## config.mk

```make
export PLATFORM = sky130hd
export DESIGN_NAME = two_sided_heat_colormap
export DESIGN_NICKNAME = d
export VERILOG_FILES = /design/src/design/thcm_pkg.sv /design/src/design/two_sided_heat_colormap.sv
export SDC_FILE = /design/constraint.sdc
export NUM_CORES = 2
export LEC_CHECK = 0
export ABC_CLOCK_PERIOD_IN_PS = 11350
export BUFFER_PORTS_ARGS = -buffer_cell sky130_fd_sc_hd__buf_2
export CAP_MARGIN = 25
export CORE_MARGIN = 4
export CORE_UTILIZATION = 57
export CTS_CLUSTER_DIAMETER = 30
export CTS_CLUSTER_SIZE = 24
export DETAILED_ROUTE_END_ITERATION = 7
export PLACE_DENSITY = 0.8
export SLEW_MARGIN = 10
export SYNTH_ARGS = -nofsm -noshare
export SYNTH_HDL_FRONTEND = slang
export SYNTH_SLANG_ARGS = --single-unit
```

## constraint.sdc

```tcl
create_clock -name clock -period 11.35 [get_ports clock]
set_input_delay 1.7025 -clock clock [delete_from_list [all_inputs] [get_ports clock]]
set_output_delay 1.7025 -clock clock [all_outputs]
set_load 0.01 [all_outputs]
```

## src/design/thcm_pkg.sv

```systemverilog
`default_nettype none

package thcm_pkg;

   // Width of one signed fixed-point value and its fractional part.
   localparam int VALUE_BITS = 32;
   localparam int Q_FRAC     = 16;

   // Color count register, group index and channel widths.
   localparam int COUNT_BITS = 9;
   localparam int GROUP_BITS = 8;
   localparam int CHAN_BITS  = 8;

   // Register indexes of the configuration port.
   localparam int CSR_INDEX_BITS = 2;
   localparam logic [CSR_INDEX_BITS-1:0] CSR_MIN_VALUE   = 2'd0;
   localparam logic [CSR_INDEX_BITS-1:0] CSR_MAX_VALUE   = 2'd1;
   localparam logic [CSR_INDEX_BITS-1:0] CSR_COLOR_COUNT = 2'd2;

   // Color constants.
   localparam int BASE_LOW  = 120;
   localparam int BASE_HIGH = 255;
   localparam int SPAN      = 135;

   typedef struct packed {
      logic signed [VALUE_BITS-1:0] sample_value;
      logic signed [VALUE_BITS-1:0] nominal_value;
      logic                         nominal_given;
   } req_data_type;

   typedef struct packed {
      logic [CHAN_BITS-1:0]  red;
      logic [CHAN_BITS-1:0]  green;
      logic [CHAN_BITS-1:0]  blue;
      logic [GROUP_BITS-1:0] value_group;
      logic [GROUP_BITS-1:0] reference_group;
   } rsp_data_type;

endpackage

`default_nettype wire

```

## src/design/two_sided_heat_colormap.sv

```systemverilog
`default_nettype none

// Two-sided heat color map. Each transfer on the request side carries a
// signed Q16.16 sample, a nominal value and a flag that selects the nominal
// value or the truncated midpoint of the configured range as the reference.
// The block finds the group of the sample and of the reference among
// color_count - 1 equal groups of the range, and returns one RGB transfer
// together with both group indexes. A request is taken when start is high
// and busy is low; busy then stays high, and the result appears on rsp_data,
// marked by rsp_valid for exactly one cycle, in the cycle in which busy falls.
// The receiver cannot stall the result, so it must capture every cycle in
// which rsp_valid is high. One shared restoring-division subtractor does the
// divisions: each group search takes up to eight of its steps and the color
// step takes nine. A new request may be started
// in the same cycle in which the previous result is presented. The
// configuration registers should be written only while busy is low and no
// result is pending.
module two_sided_heat_colormap (
   input  wire logic                                   clock,
   input  wire logic                                   reset,
   input  wire logic                                   start,
   output      logic                                   busy,
   input  wire thcm_pkg::req_data_type                 req_data,
   output      logic                                   rsp_valid,
   output      thcm_pkg::rsp_data_type                 rsp_data,
   input  wire logic                                   csr_we,
   input  wire logic [thcm_pkg::CSR_INDEX_BITS-1:0]    csr_index,
   input  wire logic [thcm_pkg::VALUE_BITS-1:0]        csr_wdata
);

   import thcm_pkg::*;

   // Widths of the arithmetic. A difference of two values needs one more
   // bit, and its product with the group count needs the group width plus one.
   localparam int DW     = VALUE_BITS + 1;
   localparam int PW     = DW + GROUP_BITS + 1;
   localparam int UW     = VALUE_BITS + GROUP_BITS;
   localparam int HW     = DW - Q_FRAC;
   localparam int GQ     = GROUP_BITS;
   localparam int CQ     = GROUP_BITS + 1;
   localparam int NUMW   = 17;
   localparam int CNTW   = 4;
   localparam int CW     = CHAN_BITS + 2;

   // Sequencer states.
   localparam logic [2:0] ST_IDLE = 3'd0;
   localparam logic [2:0] ST_ND   = 3'd1;
   localparam logic [2:0] ST_LHS  = 3'd2;
   localparam logic [2:0] ST_CHK  = 3'd3;
   localparam logic [2:0] ST_DIV  = 3'd4;
   localparam logic [2:0] ST_CSET = 3'd5;
   localparam logic [2:0] ST_CDIV = 3'd6;
   localparam logic [2:0] ST_OUT  = 3'd7;

   // Color cases: below the reference in the lower or upper half, at or
   // above it toward yellow or toward red.
   localparam logic [1:0] CASE_BLUE   = 2'd0;
   localparam logic [1:0] CASE_CYAN   = 2'd1;
   localparam logic [1:0] CASE_YELLOW = 2'd2;
   localparam logic [1:0] CASE_RED    = 2'd3;

   // Configuration registers.
   logic signed [VALUE_BITS-1:0] min_ff, max_ff;
   logic [COUNT_BITS-1:0]        count_ff;

   // Sequencer and datapath registers.
   logic [2:0]                   state_ff, state_in;
   logic                         second_ff, second_in;
   logic signed [VALUE_BITS-1:0] sample_ff, sample_in;
   logic signed [VALUE_BITS-1:0] refv_ff, refv_in;
   logic signed [PW-1:0]         nd_ff, nd_in;
   logic signed [PW-1:0]         lhs_ff, lhs_in;
   logic [UW-1:0]                rem_ff, rem_in;
   logic [UW-1:0]                dvs_ff, dvs_in;
   logic [CQ-1:0]                q_ff, q_in;
   logic [CNTW-1:0]              cnt_ff, cnt_in;
   logic [GROUP_BITS-1:0]        g_ff, g_in;
   logic [GROUP_BITS-1:0]        z_ff, z_in;
   logic [1:0]                   case_ff, case_in;
   logic                         rsp_valid_ff, rsp_valid_in;
   rsp_data_type                 rsp_data_ff, rsp_data_in;

   // Derived values.
   logic [GROUP_BITS-1:0]        n;
   logic signed [DW-1:0]         d;
   logic signed [DW-1:0]         diff;
   logic signed [DW-1:0]         mul_a;
   logic signed [PW-1:0]         prod;
   logic signed [DW-1:0]         mid_sum;
   logic signed [HW-1:0]         whole;
   logic signed [HW-2:0]         half;
   logic [UW:0]                  trial;
   logic                         qbit;
   logic                         grp_store;
   logic [GROUP_BITS-1:0]        grp_val;
   logic [GROUP_BITS:0]          zmid;
   logic [GROUP_BITS-1:0]        den;
   logic [NUMW-1:0]              num;
   logic [1:0]                   case_sel;
   logic [CW-1:0]                up;
   logic [CHAN_BITS-1:0]         up_ch;
   logic [CHAN_BITS-1:0]         dn_ch;

   // Configuration writes. Indexes beyond the list are ignored.
   always_ff @(posedge clock) begin
      if (reset) begin
         min_ff   <= '0;
         max_ff   <= VALUE_BITS'(6553600);
         count_ff <= COUNT_BITS'(10);
      end else if (csr_we) begin
         case (csr_index)
            CSR_MIN_VALUE:   min_ff   <= csr_wdata;
            CSR_MAX_VALUE:   max_ff   <= csr_wdata;
            CSR_COLOR_COUNT: count_ff <= csr_wdata[COUNT_BITS-1:0];
            default: ;
         endcase
      end
   end

   // Group count, with the color count clamped to 2..256.
   always_comb begin
      if (count_ff < COUNT_BITS'(2)) begin
         n = GROUP_BITS'(1);
      end else if (count_ff > COUNT_BITS'(256)) begin
         n = GROUP_BITS'(255);
      end else begin
         n = GROUP_BITS'(count_ff - COUNT_BITS'(1));
      end
   end

   assign d    = DW'(max_ff) - DW'(min_ff);
   assign diff = (second_ff ? DW'(refv_ff) : DW'(sample_ff)) - DW'(min_ff);

   // The single multiplier forms n times the span, then n times the
   // distance of the current value from the lower end.
   assign mul_a = (state_ff == ST_ND) ? d : diff;
   assign prod  = PW'(mul_a) * PW'($signed({1'b0, n}));

   // Truncated midpoint: divide the sum by one unit, then by two, each
   // rounding toward zero, and scale back to Q16.16.
   always_comb begin
      mid_sum = DW'(min_ff) + DW'(max_ff);
      whole   = HW'(mid_sum >>> Q_FRAC);
      if (mid_sum[DW-1] && (|mid_sum[Q_FRAC-1:0])) begin
         whole = whole + HW'(1);
      end
      half = (HW-1)'(whole >>> 1);
      if (whole[HW-1] && whole[0]) begin
         half = half + (HW-1)'(1);
      end
   end

   // The shared restoring-division step.
   assign trial = {1'b0, rem_ff} - {1'b0, dvs_ff};
   assign qbit  = ~trial[UW];

   // Color case, numerator and divisor from the two groups.
   always_comb begin
      zmid = ({1'b0, n} + {1'b0, z_ff}) >> 1;
      if (g_ff < z_ff) begin
         den = n;
         if (g_ff < (z_ff >> 1)) begin
            case_sel = CASE_BLUE;
            num      = NUMW'(g_ff) * NUMW'(SPAN);
         end else begin
            case_sel = CASE_CYAN;
            num      = NUMW'(z_ff - g_ff) * NUMW'(SPAN) + NUMW'(n) - NUMW'(1);
         end
      end else begin
         den = n - z_ff;
         if ({1'b0, g_ff} <= zmid) begin
            case_sel = CASE_YELLOW;
            num      = NUMW'(g_ff - z_ff) * NUMW'(2 * SPAN);
         end else begin
            case_sel = CASE_RED;
            num      = NUMW'(n - g_ff) * NUMW'(2 * SPAN);
         end
      end
   end

   // Channel values from the quotient, clamped to the color range.
   always_comb begin
      up = CW'(BASE_LOW) + CW'(q_ff);
      if (up > CW'(BASE_HIGH)) begin
         up_ch = CHAN_BITS'(BASE_HIGH);
      end else begin
         up_ch = up[CHAN_BITS-1:0];
      end
      if (q_ff > CQ'(BASE_HIGH - BASE_LOW)) begin
         dn_ch = CHAN_BITS'(BASE_LOW);
      end else begin
         dn_ch = CHAN_BITS'(CQ'(BASE_HIGH) - q_ff);
      end
   end

   // Sequencer.
   always_comb begin
      state_in     = state_ff;
      second_in    = second_ff;
      sample_in    = sample_ff;
      refv_in      = refv_ff;
      nd_in        = nd_ff;
      lhs_in       = lhs_ff;
      rem_in       = rem_ff;
      dvs_in       = dvs_ff;
      q_in         = q_ff;
      cnt_in       = cnt_ff;
      g_in         = g_ff;
      z_in         = z_ff;
      case_in      = case_ff;
      rsp_valid_in = 1'b0;
      rsp_data_in  = rsp_data_ff;
      grp_store    = 1'b0;
      grp_val      = '0;

      unique case (state_ff)
         ST_IDLE: begin
            if (start) begin
               sample_in = req_data.sample_value;
               if (req_data.nominal_given) begin
                  refv_in = req_data.nominal_value;
               end else begin
                  refv_in = {half, {Q_FRAC{1'b0}}};
               end
               second_in = 1'b0;
               state_in  = ST_ND;
            end
         end
         ST_ND: begin
            nd_in    = prod;
            state_in = ST_LHS;
         end
         ST_LHS: begin
            lhs_in   = prod;
            state_in = ST_CHK;
         end
         ST_CHK: begin
            // An empty or inverted range, a value below the range, or one
            // at or past the last group all give group zero.
            if ((d <= DW'(0)) || lhs_ff[PW-1] || (lhs_ff >= nd_ff)) begin
               grp_store = 1'b1;
               grp_val   = '0;
            end else begin
               rem_in   = lhs_ff[UW-1:0];
               dvs_in   = UW'(d[VALUE_BITS-1:0]) << (GQ - 1);
               q_in     = '0;
               cnt_in   = CNTW'(GQ - 1);
               state_in = ST_DIV;
            end
         end
         ST_DIV: begin
            if (qbit) begin
               rem_in = trial[UW-1:0];
            end
            dvs_in = dvs_ff >> 1;
            q_in   = {q_ff[CQ-2:0], qbit};
            cnt_in = cnt_ff - CNTW'(1);
            if (cnt_ff == '0) begin
               grp_store = 1'b1;
               grp_val   = {q_ff[GQ-2:0], qbit};
            end
         end
         ST_CSET: begin
            case_in  = case_sel;
            rem_in   = UW'(num);
            dvs_in   = UW'({den, {(CQ-1){1'b0}}});
            q_in     = '0;
            cnt_in   = CNTW'(CQ - 1);
            state_in = ST_CDIV;
         end
         ST_CDIV: begin
            if (qbit) begin
               rem_in = trial[UW-1:0];
            end
            dvs_in = dvs_ff >> 1;
            q_in   = {q_ff[CQ-2:0], qbit};
            cnt_in = cnt_ff - CNTW'(1);
            if (cnt_ff == '0) begin
               state_in = ST_OUT;
            end
         end
         ST_OUT: begin
            rsp_data_in.value_group     = g_ff;
            rsp_data_in.reference_group = z_ff;
            case (case_ff)
               CASE_BLUE: begin
                  rsp_data_in.red   = CHAN_BITS'(BASE_LOW);
                  rsp_data_in.green = up_ch;
                  rsp_data_in.blue  = CHAN_BITS'(BASE_HIGH);
               end
               CASE_CYAN: begin
                  rsp_data_in.red   = CHAN_BITS'(BASE_LOW);
                  rsp_data_in.green = CHAN_BITS'(BASE_HIGH);
                  rsp_data_in.blue  = dn_ch;
               end
               CASE_YELLOW: begin
                  rsp_data_in.red   = up_ch;
                  rsp_data_in.green = CHAN_BITS'(BASE_HIGH);
                  rsp_data_in.blue  = CHAN_BITS'(BASE_LOW);
               end
               default: begin
                  rsp_data_in.red   = CHAN_BITS'(BASE_HIGH);
                  rsp_data_in.green = up_ch;
                  rsp_data_in.blue  = CHAN_BITS'(BASE_LOW);
               end
            endcase
            rsp_valid_in = 1'b1;
            state_in     = ST_IDLE;
         end
         default: begin
            state_in = ST_IDLE;
         end
      endcase

      // A finished search stores the sample group and moves on to the
      // reference, or stores the reference group and sets up the color.
      if (grp_store) begin
         if (second_ff) begin
            z_in     = grp_val;
            state_in = ST_CSET;
         end else begin
            g_in      = grp_val;
            second_in = 1'b1;
            state_in  = ST_LHS;
         end
      end
   end

   always_ff @(posedge clock) begin
      if (reset) begin
         state_ff     <= ST_IDLE;
         second_ff    <= 1'b0;
         rsp_valid_ff <= 1'b0;
      end else begin
         state_ff     <= state_in;
         second_ff    <= second_in;
         rsp_valid_ff <= rsp_valid_in;
      end
   end

   always_ff @(posedge clock) begin
      sample_ff   <= sample_in;
      refv_ff     <= refv_in;
      nd_ff       <= nd_in;
      lhs_ff      <= lhs_in;
      rem_ff      <= rem_in;
      dvs_ff      <= dvs_in;
      q_ff        <= q_in;
      cnt_ff      <= cnt_in;
      g_ff        <= g_in;
      z_ff        <= z_in;
      case_ff     <= case_in;
      rsp_data_ff <= rsp_data_in;
   end

   assign busy      = (state_ff != ST_IDLE);
   assign rsp_valid = rsp_valid_ff;
   assign rsp_data  = rsp_data_ff;

endmodule

`default_nettype wire
```

---- Yosys cells after proc, flatten, opt, wreduce, memory -nomap -nowiden ----
Cells that the tools add are included.
word-level totals
  flip-flop bits (word level) ............. 377
  input port bits ......................... 103
  output and inout port bits .............. 42
  word-level logic and storage cells ...... 136
cells by class
  add/sub/neg operators ................... 17
  multiply operators ...................... 5
  $lt $le $gt $ge ......................... 9
  equality and inequality tests ........... 16
  multiplexer cells ....................... 42
  bitwise operators ....................... 2
  reduce and logical (&&, ||, !) cells .... 22
operators with widths
  operator                                               number
  one-hot mux 40 bit (3 select lines)                    2
  2-to-1 mux 40 bit                                      3
  one-hot mux 24 bit (3 select lines)                    1
  2-to-1 mux 17 bit                                      4
  2-to-1 mux 33 bit                                      2
  2-to-1 mux 8 bit                                       7
  >= comparator 42 bit                                   1
  multiplier 33 x 9 -> 42 bit                            1
  subtractor 40 x 40 -> 41 bit                           1
  multiplier 17 x 8 -> 16 bit (second input constant)    2
  adder 32 x 32 -> 33 bit                                1
  <= comparator 33 x 1 -> 1 bit (second input constant)  1
  subtractor 32 x 32 -> 33 bit                           1
  subtractor 33 x 32 -> 33 bit                           1
  2-to-1 mux 32 bit                                      1
  one-hot mux 9 bit (3 select lines)                     1
  subtractor 8 x 8 -> 9 bit                              3
  one-hot mux 3 bit (7 select lines)                     1
  adder 17 x 2 -> 17 bit (second input constant)         1
  adder 17 x 8 -> 17 bit                                 1
  multiplier 9 x 9 -> 17 bit (second input constant)     1
  subtractor 17 x 1 -> 17 bit (second input constant)    1
  adder 16 x 2 -> 16 bit (second input constant)         1
  multiplier 8 x 8 -> 16 bit (second input constant)     1
  other kinds (41)                                       73

---- Longest topological paths before layout ----
  depth in word-level cells ............... 8
  depth in mapped cells ................... 39
  mapped depth without buffers ............ 37

---- Worst setup path before layout ----
OpenSTA, ideal clock, no wires.
  path type ............................... register -> register
  start ................................... register min_ff[1]
  end ..................................... register rem_ff[0] (enable)
  library setup time ...................... 0.448 ns
  data arrival time ....................... 9.251 ns
  required time ........................... 10.902 ns
  slack ................................... 1.651 ns
  stages on the path, launching flop included .. 16
  path buffers ............................ 0
  period minus slack after synthesis ...... 9.699 ns
  cell sequence ........................... dfxtp_1 > inv_1 > fa_1 > a21o_1 > a21oi_1 > o21ai_1 > a2111oi_0 > o31ai_1 > a21oi_1 > o21bai_1 > xnor2_1 > or4_1 > nor4_1 > and4b_1 > o31ai_1 > a21boi_1
on the way
  word-level cells in the longest chain between the ends .. 6
RTL lines
  what                                    line                            source
  start: declaration                      two_sided_heat_colormap.sv:63   logic signed [VALUE_BITS-1:0] min_ff, max_ff;
  start signal: assignment                two_sided_heat_colormap.sv:112  CSR_MIN_VALUE: min_ff <= csr_wdata;
  subtractor 32 x 32 -> 33 bit            two_sided_heat_colormap.sv:131  assign d = DW'(max_ff) - DW'(min_ff);
  <= comparator 33 x 1 -> 1 bit           two_sided_heat_colormap.sv:240  if ((d <= DW'(0)) || lhs_ff[PW-1] || (lhs_ff >= nd_ff)) begin
  logical OR 1 bit (2 in a row)           two_sided_heat_colormap.sv:240
  inequality test 2 bit (no source line)  -
  AND reduction 3 bit (no source line)    -
  end signal: assignment                  two_sided_heat_colormap.sv:346  rem_ff <= rem_in;
  end: declaration                        two_sided_heat_colormap.sv:73   logic [UW-1:0] rem_ff, rem_in;
No other way between the ends.
A chain may end at the register's enable or synchronous reset.

---- Worst setup path in the final report ----
  start ................................... register min_ff[0]
  end ..................................... register lhs_ff[41], data pin
on the way
  word-level cells in the longest chain between the ends .. 3
  elaborated cells between the ends (all ways) .. 4
  classes of those cells .................. 2 x add/sub; 1 x mul; 1 x mux
RTL lines
  what                                                                          line                                                            source
  subtractor 33 x 32 -> 33 bit or subtractor 32 x 32 -> 33 bit (tied branches)  two_sided_heat_colormap.sv:132, two_sided_heat_colormap.sv:131
  2-to-1 mux 33 bit *                                                           two_sided_heat_colormap.sv:136                                  assign mul_a = (state_ff == ST_ND) ? d : diff;
  multiplier 33 x 9 -> 42 bit *                                                 two_sided_heat_colormap.sv:137                                  assign prod = PW'(mul_a) * PW'($signed({1'b0, n}));
  named net prod[41]                                                            two_sided_heat_colormap.sv:88                                   logic signed [PW-1:0] prod;
  end signal: assignment                                                        two_sided_heat_colormap.sv:345                                  lhs_ff <= lhs_in;
  end: declaration                                                              two_sided_heat_colormap.sv:72                                   logic signed [PW-1:0] lhs_ff, lhs_in;
Mark *: on every way through the listed nets, which the timed path passes. The rest lies on a longest branch.

==> impl_metrics.py <==
metrics = {
    "min_path": {
        "min-delay-path-class": "reg -> reg",
        "whs_path_depth": 2,
    },
    "synth": {
        "post_synth_mux_area_share_pct": 2.14,
        "ys_seq_area_share_pct": 25.5,
        "yosysWarnings": 0,
        "number_of_synthesized_register_bits": 376,
        "asyncSetResetFlopFracSynth_pct": 0,
        "synth_cells": 4616,
        "synthSimpleGateAreaFrac_pct": 14.6,
        "synthFlopType": "sky130_fd_sc_hd__edfxtp_1",
        "synth_enable_flop_cells": 298,
        "fraction_of_the_mapped_netlist_area_in_compound_gates_pct": 16.2,
        "synth_top_family_by_area": "adder cells",
        "post_synth_net_total": 5491,
        "synth_area_per_cell_um2": 8.93,
        "yosys.area_share.xor_xnor_pct": 5.16,
        "netlist-cell-type-count": 112,
        "synth_adder_area_share_pct": 28.5,
        "synthesis.area_um2": 41200,
    },
    "detailed_routing": {
        "first_iter_violations": 2866,
        "drt_drc_violations_left": 0,
        "dr_total_vias": 33600,
        "routed_via_density": 5.85,
        "totalWireLength_um": 109000,
        "route.detailed.wl_per_inst_um": 19.0,
        "dr.pass1.iters": 6,
        "antenna_violating_nets_post_route": 0,
    },
    "clock_tree": {
        "tritoncts": "yes",
        "clock_insertion_delay_worst_skew_ns": 0.65,
        "tritoncts.num_buffers": 82,
        "clk_path_buf_depth": 3,
        "htree_num_levels": 3,
        "clk_root_buffer_cell": "sky130_fd_sc_hd__clkbuf_16",
        "cts_sinks": 376,
        "clk_transition_reported_paths_ns": 0.05,
        "cts.repair.resized": 0,
        "post_cts_buffers": 0,
        "cts_hold_repair.buffers": 0,
    },
    "setup_path": {
        "crit_required_ns": 11.74,
        "worst_path_most_repeated_cell": "sky130_fd_sc_hd__fa_1",
        "setup.worst_path.start_class": "register",
        "max_stage_delay_ns": 0.92,
        "critical_path_arrival_ns": 10.26,
        "rr_worst_depth": 32,
        "critPathKind": "reg -> reg",
        "crit_slowest_cell": "sky130_fd_sc_hd__a2111oi_0",
        "setup.worst_path.end_class": "register",
        "path_max_fanout": 8,
    },
    "placement": {
        "port-buffer-count": 144,
        "dp_cells": 5595,
        "gp_congestion": 0.970,
        "dpl.hpwl_um": 85200,
    },
    "global_route": {
        "groute.usage.overall_pct": 28.0,
        "grt_max_degree": 65,
        "antenna_found_initial": 5,
        "first_global_vias": 33700,
        "gr-total-overflow": 0,
        "grt_first_pass_wirelength_um": 175000,
    },
    "floorplan": {
        "core_area_um2": 71600,
        "starting_density_pct": 57.6,
        "die_width_um": 277,
        "pin_count": 145,
        "die-height_um": 277,
        "die_area_um2": 76700,
        "rows": 98,
    },
    "timing": {
        "report.final.hold_viol_count": 0,
        "finalCritPeriodShare_pct": 87.0,
        "slew_headroom_pct": 29.7,
        "timing_worst_slew_pin_value_ns": 1.03,
        "slew_violations": 0,
        "fmax_mhz": 101,
        "setup_viol": 0,
        "grt_setup_unrepaired": "no",
        "layout_min_cycle_time_ns": 9.88,
        "setup_tns_ns": 0,
        "final.setup_skew_ns": 0.0374,
    },
    "cells_and_area": {
        "syn_to_final_growth_pct": 11.2,
        "stdcell_count": 5749,
        "nNetsFinal": 5605,
        "layout.cells.most_common": "sky130_fd_sc_hd__inv_1",
        "drive_gt1_share_pct": 9.56,
        "multiInputGateArea_um2": 27600,
        "layout.cells.most_common_list": "sky130_fd_sc_hd__inv_1, sky130_fd_sc_hd__ha_1, sky130_fd_sc_hd__nand2_1, sky130_fd_sc_hd__nor2_1, sky130_fd_sc_hd__edfxtp_1",
        "filler_cell_count": 5813,
        "seq_area_um2": 10500,
        "antenna_cells_inserted": 0,
    },
    "pwr": {
        "power.static_leakage_uw": 0.0214,
        "cellPowerDensity_nw_per_um2": 278,
        "vdd.ir_drop.worst_mv": 0.215,
    },
    "run": {
        "timing.max_cap.violations": 0,
    },
    "status": {
        "status": "complete, no violations",
    },
}
cell families after synthesis:
| group | after synthesis |
|---|---|
| buffers and inverters | 848 |
| XOR/XNOR | 243 |
| AO/OA/AOI/OAI | 1014 |
| flip-flops | 376 |
| adder cells (fa/ha/maj) | 772 |
| AND/OR/NAND/NOR | 1280 |
| multiplexers | 83 |
sequential cells by signal, indices dropped and copies added, names as in the netlist:
register and cells:
lhs_ff 42, nd_ff 42, rem_ff 40, rsp_data 40
dvs_ff 39, max_ff 32, min_ff 32, refv_ff 32
sample_ff 32, count_ff 9, q_ff 9, g_ff 8
z_ff 8, cnt_ff 4, state_ff 3, case_ff 2
rsp_valid 1, second_ff 1
path summary, 6_finish.rpt:
check | from | slack [ns] | endpoint
max | min_ff[0]$_SDFFE_PP0P_ | 1.47 | lhs_ff[41]$_DFFE_PP_
min | min_ff[5]$_SDFFE_PP0P_ | 0.48 | min_ff[5]$_SDFFE_PP0P_
max reg2reg | min_ff[0]$_SDFFE_PP0P_ | 1.47 | lhs_ff[41]$_DFFE_PP_
min reg2reg | min_ff[5]$_SDFFE_PP0P_ | 0.48 | min_ff[5]$_SDFFE_PP0P_
through the flow:
step	worst slack [ns]	util [%]	hold WS, ns	power [uW]	cell area [um2]
global placement	1.75	59.8	0.464	9790	42800
detailed placement	1.56	59.8	0.473	10100	42900
CTS	1.53	64.0	0.477	12700	45800
global route	0.956	64.0	0.497	13900	45800
floorplan	1.65	-	0.453	8360	41200
finish	1.47	64.0	0.478	12700	45800
power by group:
| group | internal, uW | switching [uW] | leakage (uW) |
|---|---|---|---|
| Sequential | 2260 | 113 | 0.00336 |
| Clock | 1650 | 865 | 0.00143 |
| Combinational | 3240 | 4610 | 0.0166 |
| Total | 7150 | 5590 | 0.0214 |
layout make-up:
class                           count  share of cell area (%)
Clock inverter                     59                    1.81
Tap cell                          950                    2.59
Timing Repair Buffer              174                    2.11
Multi-Input combinational cell   3392                    60.1
Sequential cell                   376                    22.9
Clock buffer                       94                    4.71
Inverter                          704                    5.76
synthesized netlist by cell type, types with 25 or more instances:
| library cell | instances | area share (%) |
|---|---|---|
| sky130_fd_sc_hd__inv_1 | 689 | 6.3 |
| sky130_fd_sc_hd__ha_1 | 491 | 15 |
| sky130_fd_sc_hd__nand2_1 | 407 | 3.7 |
| sky130_fd_sc_hd__nor2_1 | 390 | 3.6 |
| sky130_fd_sc_hd__edfxtp_1 | 298 | 22 |
| sky130_fd_sc_hd__a21oi_1 | 297 | 3.6 |
| sky130_fd_sc_hd__fa_1 | 281 | 14 |
| sky130_fd_sc_hd__o21ai_0 | 190 | 2.3 |
| sky130_fd_sc_hd__xnor2_1 | 177 | 3.8 |
| sky130_fd_sc_hd__a21o_1 | 146 | 2.7 |
| sky130_fd_sc_hd__clkbuf_1 | 103 | 0.94 |
| sky130_fd_sc_hd__dfxtp_1 | 78 | 3.8 |
| sky130_fd_sc_hd__nand2b_1 | 69 | 1.0 |
| sky130_fd_sc_hd__nor3_1 | 67 | 0.81 |
| sky130_fd_sc_hd__xor2_1 | 66 | 1.4 |
| sky130_fd_sc_hd__and2_1 | 55 | 0.83 |
| sky130_fd_sc_hd__nand3_1 | 54 | 0.66 |
| sky130_fd_sc_hd__o21bai_1 | 51 | 0.93 |
| sky130_fd_sc_hd__o21a_1 | 46 | 0.84 |
| sky130_fd_sc_hd__mux2i_1 | 43 | 1.0 |
| sky130_fd_sc_hd__nor2b_1 | 42 | 0.64 |
| sky130_fd_sc_hd__mux2_2 | 40 | 1.1 |
| sky130_fd_sc_hd__nand4_1 | 34 | 0.52 |
| sky130_fd_sc_hd__nor4_1 | 28 | 0.42 |
| sky130_fd_sc_hd__o211ai_1 | 25 | 0.46 |
| sky130_fd_sc_hd__o31ai_1 | 25 | 0.46 |
| sky130_fd_sc_hd__or2_2 | 25 | 0.38 |
layer usage:
| layer | routed length [um] | vias to the layer above | global-route usage [%] |
|---|---|---|---|
| li1 | - | 16000 | - |
| met5 | 0 | - | 0 |
| met2 | 50600 | 1425 | 46.6 |
| met3 | 9110 | 270 | 5.48 |
| met1 | 44800 | 15900 | 36.0 |
| met4 | 4640 | 0 | 11.1 |
critical path, delay by kind of cell (launching register included):
kind                     cells  cell delay (ns)
AO/OA/AOI/OAI               14             4.26
XOR/XNOR                     2             0.38
adder cells (fa/ha/maj)      7             2.96
buffers and inverters        4             0.20
flip-flops                   1             0.38
multiplexers                 1             0.28
AND/OR/NAND/NOR              4             1.17
Power figures use the tool's default switching activity.
